## src/sv/tmcs_pkg.sv

```systemverilog
// Package for the truncated mean cluster size block.
// Holds the word types, the fixed field widths and the reciprocal table.
// Used by every module of the block; depends on nothing.
package tmcs_pkg;

  // Default geometry of the packed size word
  localparam int NUM_LAYERS_DEF = 10;
  localparam int SIZE_BITS_DEF  = 6;

  // Fixed field widths
  localparam int PACKED_W  = 64;
  localparam int CNT_W     = 4;
  localparam int FRAC_BITS = 8;
  localparam int MEAN_W    = 18;
  localparam int TRUNC_W   = 14;
  localparam int SUM_W     = MEAN_W - FRAC_BITS;

  // Reciprocal divide: q = (n * ceil(2^SHIFT / d)) >> SHIFT, exact for n < 2^MEAN_W, d < 16
  localparam int RECIP_SHIFT = 22;
  localparam int RECIP_W     = RECIP_SHIFT + 1;

  localparam logic [CNT_W-1:0] TRUNC_RESET = 4'd3;

  // Input word
  typedef struct packed {
    logic [PACKED_W-1:0] packed_sizes;
    logic [CNT_W-1:0]    cluster_count;
  } in_word_t;

  // Result word
  typedef struct packed {
    logic [MEAN_W-1:0]  mean_size;
    logic               mean_valid;
    logic [TRUNC_W-1:0] trunc_mean_size;
    logic               trunc_valid;
  } out_word_t;

  // What the merging stage hands to the dividers
  typedef struct packed {
    logic [SUM_W-1:0] sum;
    logic [SUM_W-1:0] tsum;
    logic [CNT_W-1:0] taken;
  } merge_t;

  // ceil(2^22 / d); a zero divisor gives zero so the quotient reads zero
  function automatic logic [RECIP_W-1:0] recip_f(input logic [CNT_W-1:0] den);
    logic [RECIP_W-1:0] r;
    unique case (den)
      4'd1:    r = 23'd4194304;
      4'd2:    r = 23'd2097152;
      4'd3:    r = 23'd1398102;
      4'd4:    r = 23'd1048576;
      4'd5:    r = 23'd838861;
      4'd6:    r = 23'd699051;
      4'd7:    r = 23'd599187;
      4'd8:    r = 23'd524288;
      4'd9:    r = 23'd466034;
      4'd10:   r = 23'd419431;
      4'd11:   r = 23'd381301;
      4'd12:   r = 23'd349526;
      4'd13:   r = 23'd322639;
      4'd14:   r = 23'd299594;
      4'd15:   r = 23'd279621;
      default: r = '0;
    endcase
    return r;
  endfunction

endpackage

```

## src/sv/tmcs_lane.sv

```systemverilog
// One lane: ranks its own layer size among the non-zero sizes and
// flags it when it is one of the smallest `limit` of them. Uses tmcs_pkg.
module tmcs_lane import tmcs_pkg::*; #(
  parameter int NUM_LAYERS = NUM_LAYERS_DEF,
  parameter int SIZE_BITS  = SIZE_BITS_DEF,
  parameter int LANE       = 0
) (
  input  logic [NUM_LAYERS*SIZE_BITS-1:0] sizes_i,
  input  logic [CNT_W-1:0]                limit_i,
  output logic                            sel_o
);

  logic [SIZE_BITS-1:0] own;
  logic [SIZE_BITS-1:0] other;
  logic [CNT_W-1:0]     rank;

  // Rank = non-zero sizes ahead of this one in a stable ascending order
  always_comb begin
    own  = sizes_i[LANE*SIZE_BITS +: SIZE_BITS];
    rank = '0;
    other = '0;
    for (int j = 0; j < NUM_LAYERS; j++) begin
      other = sizes_i[j*SIZE_BITS +: SIZE_BITS];
      if (other != '0 && (other < own || (other == own && j < LANE))) begin
        rank = rank + 1'b1;
      end
    end
    sel_o = (own != '0) && (rank < limit_i);
  end

endmodule

```

## src/sv/tmcs_merge.sv

```systemverilog
// Merging stage: adds up all sizes, the selected sizes and the selected
// count from the lane flags. Uses tmcs_pkg.
module tmcs_merge import tmcs_pkg::*; #(
  parameter int NUM_LAYERS = NUM_LAYERS_DEF,
  parameter int SIZE_BITS  = SIZE_BITS_DEF
) (
  input  logic [NUM_LAYERS*SIZE_BITS-1:0] sizes_i,
  input  logic [NUM_LAYERS-1:0]           sel_i,
  output merge_t                          merge_o
);

  logic [SUM_W-1:0] size_ext;

  always_comb begin
    merge_o  = '0;
    size_ext = '0;
    for (int k = 0; k < NUM_LAYERS; k++) begin
      size_ext      = SUM_W'(sizes_i[k*SIZE_BITS +: SIZE_BITS]);
      merge_o.sum   = merge_o.sum + size_ext;
      if (sel_i[k]) begin
        merge_o.tsum  = merge_o.tsum + size_ext;
        merge_o.taken = merge_o.taken + CNT_W'(1);
      end
    end
  end

endmodule

```

## src/sv/tmcs_div.sv

```systemverilog
// Small-divisor divider: scales a sum by 2^FRAC_BITS and divides by a
// 4-bit count through a reciprocal table and one multiply. Uses tmcs_pkg.
module tmcs_div import tmcs_pkg::*; (
  input  logic [SUM_W-1:0]  num_i,
  input  logic [CNT_W-1:0]  den_i,
  output logic [MEAN_W-1:0] quo_o
);

  logic [MEAN_W-1:0]         dividend;
  logic [RECIP_W-1:0]        recip;
  logic [MEAN_W+RECIP_W-1:0] prod;

  // Zero divisor has a zero reciprocal, so the quotient comes out zero
  always_comb begin
    dividend = {num_i, {FRAC_BITS{1'b0}}};
    recip    = recip_f(den_i);
    prod     = (MEAN_W+RECIP_W)'(dividend) * (MEAN_W+RECIP_W)'(recip);
    quo_o    = prod[RECIP_SHIFT +: MEAN_W];
  end

endmodule

```

## src/sv/truncated_mean_cluster_size.sv

```systemverilog
// Truncated mean cluster size. Takes one track word per cycle and returns one
// result word for each accepted word: the plain mean (sum of all
// layer sizes over the cluster count) and the mean of the smallest non-zero
// sizes, at most trunc_count of them (0 acts as 1), both with 8 fraction
// bits. The four register stages are input capture, the per-layer ranking
// lanes, the merging adders and the reciprocal multipliers; the block
// sustains one word per cycle and stalls only when the output is held.
// Pipeline stages that hold no word never stall, so bubbles are squeezed out.
// Uses tmcs_pkg, tmcs_lane, tmcs_merge and tmcs_div.
module truncated_mean_cluster_size import tmcs_pkg::*; #(
  parameter int NUM_LAYERS = NUM_LAYERS_DEF,
  parameter int SIZE_BITS  = SIZE_BITS_DEF
) (
  input  logic             clk_i,
  input  logic             rst_ni,
  // config
  input  logic             cfg_we_i,
  input  logic [CNT_W-1:0] cfg_wdata_i,
  // input channel
  input  logic             in_valid_i,
  output logic             in_stall_o,
  input  in_word_t         in_word_i,
  // output channel
  output logic             out_valid_o,
  input  logic             out_stall_i,
  output out_word_t        out_word_o
);

  localparam int SZ_W = NUM_LAYERS * SIZE_BITS;

  logic [CNT_W-1:0] trunc_q;
  logic [CNT_W-1:0] limit;

  logic a_vld_q, b_vld_q, c_vld_q, d_vld_q;
  logic a_en, b_en, c_en, d_en;

  logic [SZ_W-1:0]       a_sizes_q, b_sizes_q;
  logic [CNT_W-1:0]      a_cnt_q, b_cnt_q, c_cnt_q;
  logic [NUM_LAYERS-1:0] sel, b_sel_q;
  merge_t                merge_d, c_merge_q;
  logic [MEAN_W-1:0]     mean_quo, trunc_quo;
  out_word_t             d_word_d, d_word_q;

  // Truncation limit register
  always_ff @(posedge clk_i or negedge rst_ni) begin
    if (!rst_ni) begin
      trunc_q <= TRUNC_RESET;
    end else if (cfg_we_i) begin
      trunc_q <= cfg_wdata_i;
    end
  end

  assign limit = (trunc_q == '0) ? CNT_W'(1) : trunc_q;

  // Stage enables: a stage loads when it is empty or the next one loads
  assign d_en = !d_vld_q || !out_stall_i;
  assign c_en = !c_vld_q || d_en;
  assign b_en = !b_vld_q || c_en;
  assign a_en = !a_vld_q || b_en;

  assign in_stall_o = !a_en;

  always_ff @(posedge clk_i or negedge rst_ni) begin
    if (!rst_ni) begin
      a_vld_q <= 1'b0;
      b_vld_q <= 1'b0;
      c_vld_q <= 1'b0;
      d_vld_q <= 1'b0;
    end else begin
      if (a_en) a_vld_q <= in_valid_i;
      if (b_en) b_vld_q <= a_vld_q;
      if (c_en) c_vld_q <= b_vld_q;
      if (d_en) d_vld_q <= c_vld_q;
    end
  end

  // Ranking lanes, one per layer
  for (genvar k = 0; k < NUM_LAYERS; k++) begin : g_lane
    tmcs_lane #(
      .NUM_LAYERS (NUM_LAYERS),
      .SIZE_BITS  (SIZE_BITS),
      .LANE       (k)
    ) u_lane (
      .sizes_i (a_sizes_q),
      .limit_i (limit),
      .sel_o   (sel[k])
    );
  end

  // Merge of lane results
  tmcs_merge #(
    .NUM_LAYERS (NUM_LAYERS),
    .SIZE_BITS  (SIZE_BITS)
  ) u_merge (
    .sizes_i (b_sizes_q),
    .sel_i   (b_sel_q),
    .merge_o (merge_d)
  );

  // Dividers for both means
  tmcs_div u_div_mean (
    .num_i (c_merge_q.sum),
    .den_i (c_cnt_q),
    .quo_o (mean_quo)
  );

  tmcs_div u_div_trunc (
    .num_i (c_merge_q.tsum),
    .den_i (c_merge_q.taken),
    .quo_o (trunc_quo)
  );

  // Result word assembly
  always_comb begin
    d_word_d.mean_size       = mean_quo;
    d_word_d.mean_valid      = (c_cnt_q != '0);
    d_word_d.trunc_mean_size = trunc_quo[TRUNC_W-1:0];
    d_word_d.trunc_valid     = (c_merge_q.taken != '0);
  end

  // Payload registers
  always_ff @(posedge clk_i) begin
    if (a_en) begin
      a_sizes_q <= in_word_i.packed_sizes[SZ_W-1:0];
      a_cnt_q   <= in_word_i.cluster_count;
    end
    if (b_en) begin
      b_sizes_q <= a_sizes_q;
      b_sel_q   <= sel;
      b_cnt_q   <= a_cnt_q;
    end
    if (c_en) begin
      c_merge_q <= merge_d;
      c_cnt_q   <= b_cnt_q;
    end
    if (d_en) begin
      d_word_q <= d_word_d;
    end
  end

  assign out_valid_o = d_vld_q;
  assign out_word_o  = d_word_q;

`ifndef SYNTH
  // An empty output stage never backs up the input
  a_no_stall_when_empty: assert property (@(posedge clk_i) disable iff (!rst_ni)
    !out_valid_o |-> !in_stall_o)
    else $error("input stalled with empty output stage");

  // Truncated mean is non-zero exactly when flagged valid
  a_trunc_flag: assert property (@(posedge clk_i) disable iff (!rst_ni)
    out_valid_o |-> (out_word_o.trunc_valid == (out_word_o.trunc_mean_size != '0)))
    else $error("trunc_valid disagrees with trunc_mean_size");

  // Plain mean reads zero when the cluster count was zero
  a_mean_zero: assert property (@(posedge clk_i) disable iff (!rst_ni)
    out_valid_o |-> (out_word_o.mean_valid || out_word_o.mean_size == '0))
    else $error("mean_size non-zero without mean_valid");

  // Selected sum is part of the full sum and empty exactly when nothing taken
  a_merge_sane: assert property (@(posedge clk_i) disable iff (!rst_ni)
    c_vld_q |-> (c_merge_q.tsum <= c_merge_q.sum &&
                 (c_merge_q.taken == '0) == (c_merge_q.tsum == '0)))
    else $error("merge results inconsistent");
`endif

endmodule
```

## config.mk

```make
export PLATFORM = sky130hd
export DESIGN_NAME = truncated_mean_cluster_size
export DESIGN_NICKNAME = d
export VERILOG_FILES = /design/src/sv/tmcs_pkg.sv /design/src/sv/tmcs_lane.sv /design/src/sv/tmcs_merge.sv /design/src/sv/tmcs_div.sv /design/src/sv/truncated_mean_cluster_size.sv
export SDC_FILE = /design/constraint.sdc
export NUM_CORES = 2
export LEC_CHECK = 0
export ABC_AREA = 1
export BUFFER_PORTS_ARGS = -buffer_cell sky130_fd_sc_hd__buf_4
export CAP_MARGIN = 20
export CORE_MARGIN = 4
export CORE_UTILIZATION = 55
export DETAILED_ROUTE_END_ITERATION = 6
export GPL_ROUTABILITY_DRIVEN = 0
export PLACE_DENSITY = 0.72
export RECOVER_POWER = 100
export SETUP_SLACK_MARGIN = 0.05
export SYNTH_ARGS = -nofsm -noshare
export SYNTH_HDL_FRONTEND = slang
export SYNTH_SLANG_ARGS = --single-unit
```

## constraint.sdc

```tcl
create_clock -name clk_i -period 15.8 [get_ports clk_i]
set_clock_uncertainty 0.05 [all_clocks]
set_input_delay 2.37 -clock clk_i [delete_from_list [all_inputs] [get_ports clk_i]]
set_output_delay 2.37 -clock clk_i [all_outputs]
set_load 0.05 [all_outputs]
```

After elaboration in Yosys (flattened, before gate mapping)
Memories as Yosys holds them, arrays and structs flattened. A register that Yosys moved wholly into a read port is not among the register bits.
Cells that the tools add are included.
- bits in registers: 208
- memory bits (read-only): 736
- word-level logic and storage cells: 585
- input bits: 77
- memories: 2
- multiplexer cells: 113
- $add $sub $neg: 117
- eq/ne operators: 45
- multiply operators: 2
- $lt $le $gt $ge: 110
- reductions and logical operators: 178
- memories (memory ; words ; bits a word ; rd ports ; clocked after memory_dff ; write ports ; RTL line ; source):
    (name not given) ; 16 ; 23 ; 1 ; 1 ; 0 ; tmcs_pkg.sv:48 ; unique case (den)
    (name not given) ; 16 ; 23 ; 1 ; 1 ; 0 ; tmcs_pkg.sv:48 ;
- operators with widths (kind ; number):
    less-than comparator 6 bit ; 100
    adder 4 x 1 -> 4 bit (second input constant) ; 99
    2-to-1 mux 4 bit ; 93
    == test 6 bit ; 45
    adder 10 x 6 -> 10 bit ; 16
    2-to-1 mux 14 bit ; 9
    logical AND 1 bit ; 110
    nonzero test 6 bit ; 10
    logical OR 1 bit ; 49
    less-than comparator 4 bit ; 10
    multiplier 10 x 23 -> 32 bit ; 1
    multiplier 10 x 23 -> 28 bit ; 1
    adder 6 x 6 -> 7 bit ; 2
    2-to-1 mux 1 bit ; 10
    2-to-1 mux 10 bit ; 1
    nonzero test 4 bit ; 2
    logical NOT 1 bit ; 6
    logical NOT 4 bit ; 1

Longest topological paths before layout
- depth after elaboration: 24
- depth in mapped cells: 58
- gate-level depth less buffers: 58

By module
Synthesis repeated with hierarchy kept, for this count alone.
- cell total of the unflattened synthesis: 6474
- area, all modules: 49373.6 um2
- modules (own cells, without submodules) (module ; area each (um2) ; instances ; cells each ; sequential area each (um2)):
    tmcs_div (u_div_trunc) ; 7432.1 ; 1 ; 1018 ; 0.0
    tmcs_div (u_div_mean) ; 7404.6 ; 1 ; 1015 ; 0.0
    truncated_mean_cluster_size ; 6368.6 ; 1 ; 244 ; 6208.5
    tmcs_merge ; 5424.0 ; 1 ; 783 ; 0.0
    tmcs_lane (g_lane[6].u_lane) ; 2431.1 ; 1 ; 344 ; 0.0
    tmcs_lane (g_lane[1].u_lane) ; 2352.3 ; 1 ; 342 ; 0.0
    tmcs_lane (g_lane[9].u_lane) ; 2329.7 ; 1 ; 361 ; 0.0
    tmcs_lane (g_lane[4].u_lane) ; 2324.7 ; 1 ; 337 ; 0.0
    tmcs_lane (g_lane[8].u_lane) ; 2297.2 ; 1 ; 363 ; 0.0
    tmcs_lane (g_lane[5].u_lane) ; 2259.7 ; 1 ; 333 ; 0.0
    tmcs_lane (g_lane[7].u_lane) ; 2250.9 ; 1 ; 349 ; 0.0
    tmcs_lane (g_lane[3].u_lane) ; 2198.4 ; 1 ; 323 ; 0.0
    tmcs_lane (g_lane[0].u_lane) ; 2197.1 ; 1 ; 328 ; 0.0
    tmcs_lane (g_lane[2].u_lane) ; 2103.3 ; 1 ; 334 ; 0.0

Least setup slack after synthesis
Ideal clock, no wire load.
- kind: in2out
- from: input out_stall_i
- to: output in_stall_o
- stages on the path: 7
- arrival time: 6369 ps
- path buffers: 1
- path slack: 7011 ps
- cells stage by stage: nand2_1 nor2_1 inv_1 buf_2 nor2_1 inv_1 nor2_1
- longest elaborated chain between the ends: 6
- RTL lines (item ; RTL line ; source):
    from (decl) ; truncated_mean_cluster_size.sv:25 ; input logic out_stall_i,
    logical NOT 1 bit ; truncated_mean_cluster_size.sv:56 ; assign d_en = !d_vld_q || !out_stall_i;
    logical OR 1 bit ; truncated_mean_cluster_size.sv:56 ;
    logical OR 1 bit ; truncated_mean_cluster_size.sv:57 ; assign c_en = !c_vld_q || d_en;
    logical OR 1 bit ; truncated_mean_cluster_size.sv:58 ; assign b_en = !b_vld_q || c_en;
    net b_en ; truncated_mean_cluster_size.sv:35 ; logic a_en, b_en, c_en, d_en;
    logical OR 1 bit ; truncated_mean_cluster_size.sv:59 ; assign a_en = !a_vld_q || b_en;
    logical NOT 1 bit ; truncated_mean_cluster_size.sv:61 ; assign in_stall_o = !a_en;
    to (decl) ; truncated_mean_cluster_size.sv:21 ; output logic in_stall_o,
The timed path passes the listed nets, and every way through them passes these cells.

==> flow_summary.toml <==
[logic_synthesis]
synth_fp_nets = 6022
yosys.area_share.simple_pct = 22.0
synth_top_area_share_pct = 19.4
synth_edf_count = 200
syn_area_um2 = 38400
synthXorXnorAreaFrac_pct = 3.01
synth_compound_area_share_pct = 7.51
yosysWarnings = 0
synthMuxAreaShare_pct = 0
yosys-top-cells-area = "fa_1, ha_1, edfxtp_1"
ys_types = 59
synth_area_per_cell_um2 = 7.70
netlist_instances = 4991
ys_ff_latch = 248
synthAdderAreaFrac_pct = 38.3
ys_seq_area_share_pct = 18.2
async_flop_share_pct = 3.23
synth_top_family_by_area = "adder cells"
synth_area_leader_cell = "fa_1"
ys.flop_type = "edfxtp_1"

[clock_network]
clk-insertion-delay-late_ns = 0.58
post_cts_resize_count = 0
hold_buffers = 0
root_buffer = "clkbuf_16"
cts.clk_slew.worst_paths_ns = 0.06
cts_sinks = 248
postCtsSetupBuffers = 0
cts_buffer_depth = 3
tritoncts = "yes"
cts_buffers = 31
cts_max_level = 1

[critical_path]
worst_setup_path_end_kind = "register"
cp-start-kind = "register"
crit_type = "reg -> reg"
cp_slowest_cell = "fa_1"
crit_top_cell = "inv_1"
rrSetupSlack_ns = 5.78
crit_fanout = 8
critPathMaxStageDelay_ns = 0.55
worst_ep_arrival_time_ns = 10.30
cp.required_ns = 16.08

[die]
ios = 113
rows = 96
start_util_pct = 55.7
die_w_um = 272
core-area_um2 = 68900
dieArea_um2 = 74100
die_y_um = 272

[sta]
fin_hold_ws_ns = 0.368
fin_setup_tns_ns = 0
max_freq_mhz = 99.8
rsz0062_at_grt = "false"
finalMaxSlewViolations = 215
setup_viol = 0
tightest_slew_ns = 3.66
min_period_over_period_pct = 63.4
slew_headroom_pct = -144
min_period_ns = 10.02
hold_violations = 0

[run_status]
violations = "max-capacitance violations, max-slew violations"
outcome = "complete, but fails checks"

[grt]
grt_pass1_wl_um = 160000
grt_pass1_vias = 31600
grt_start_max_net_pins = 72
grt_use_total_pct = 26.9
antenna_found_initial = 0
overflow = 0

[routing]
route.detailed.drc = 0
vias = 32100
drt.antenna.violating_nets = 0
wl_per_cell_um = 16.4
firstDrtPassIters = 6
viasPerCell = 5.33
first_iter_violations = 1970
routed_wl_um = 98900

[finish]
fin_util_pct = 59.5
nets = 6089
syn2layout_area_growth_pct = 6.75
drive_gt1_share_pct = 4.09
antenna_cells = 0

[placed_design]
numPortBuffers = 108
hpwlAfterDp_um = 79100

[run]
maxCapViolations = 4

[min_path]
hold_path_class = "reg -> reg"
## worst paths after layout
path                                       from                       to  depth (start not counted)
max                        b_sel_q[0]$_DFFE_PP_  c_merge_q[13]$_DFFE_PN_                         50
min                        a_cnt_q[2]$_DFFE_PN_     b_cnt_q[2]$_DFFE_PP_                          0
max reg2reg                b_sel_q[0]$_DFFE_PP_  c_merge_q[13]$_DFFE_PN_                         50
min reg2reg                a_cnt_q[2]$_DFFE_PN_     b_cnt_q[2]$_DFFE_PP_                          0
max in group asynchronous                rst_ni   trunc_q[1]$_DFFE_PN1P_                          1
min in group asynchronous                rst_ni      b_vld_q$_DFFE_PN0P_                          1
## through the flow
| stage | setup WS [ns] | area (µm²) | std cells |
|---|---|---|---|
| after CTS | 5.90 | 41200 | 6013 |
| final | 5.78 | 41000 | 6013 |
| after floorplan | 7.01 | 38400 | 4991 |
| after global placement | 6.10 | 40200 | 5956 |
| after global routing | 4.79 | 41000 | 6013 |
| after detailed placement | 5.93 | 40200 | 5956 |
## critical path, delay by kind of cell, from the launching register on
| kind | cells | cell delay, ns |
|---|---|---|
| fa+ha+maj | 10 | 3.78 |
| simple gates | 14 | 1.67 |
| flops | 1 | 0.52 |
| compound gates | 12 | 2.59 |
| xor+xnor | 1 | 0.15 |
| buf+inv | 13 | 0.98 |
## layer usage
layer	up-vias	part of all wire [%]	global-route usage, %
met5	-	0	0
met3	262	5.7	2.55
met1	14900	41	33.6
met2	963	47	46.5
li1	15900	-	-
met4	0	6.1	13.7
## cell families after synthesis
kind of cell,after synthesis
buf+inv,1111
fa+ha+maj,954
simple gates,2044
xor+xnor,126
flops,248
compound gates,508
## final cells by class
type / count / area, µm²
Clock buffer: 37 / 840
Multi-Input combinational cell: 3632 / 27200
Sequential cell: 248 / 7010
Timing Repair Buffer: 126 / 785
Inverter: 1019 / 3820
Tap cell: 931 / 1160
Fill cell: 6412 / 27900
Clock inverter: 20 / 170
## cells in the final DEF, fill, tap and decap left out, types with 21 or more instances in the layout
master / count
xnor2_1: 45
nand3_1: 247
inv_1: 1008
dfxtp_1: 40
nand2_1: 1374
nor2_1: 266
clkbuf_1: 46
clkbuf_4: 65
nand4_1: 55
xor2_1: 74
a21oi_1: 211
o21bai_1: 21
edfxtp_1: 200
ha_1: 582
o211ai_1: 29
nand3b_1: 27
fa_1: 372
clkbuf_16: 32
or2_2: 29
o21ai_0: 160
## cell usage after synthesis (29+ instances only)
master and instances:
nand2_1 1374, inv_1 1007, ha_1 582, fa_1 372
nor2_1 265, nand3_1 247, a21oi_1 211, edfxtp_1 200
o21ai_0 150, clkbuf_1 80, xor2_1 74, nand4_1 55
xnor2_1 45, dfxtp_1 40, o211ai_1 29, or2_2 29
## registers in the layout, summed over array words and instances, names as in the netlist
name / flops
u_div_trunc.recip: 20
u_div_mean.recip: 20
c_vld_q: 1
c_cnt_q: 4
a_sizes_q: 60
b_vld_q: 1
a_vld_q: 1
c_merge_q: 24
b_sizes_q: 60
b_cnt_q: 4
a_cnt_q: 4
out_valid_o: 1
out_word_o: 34
b_sel_q: 10
trunc_q: 4
Power is not shown: default switching activity piles up to over one toggle a cycle in this logic, so the estimate is an artifact.
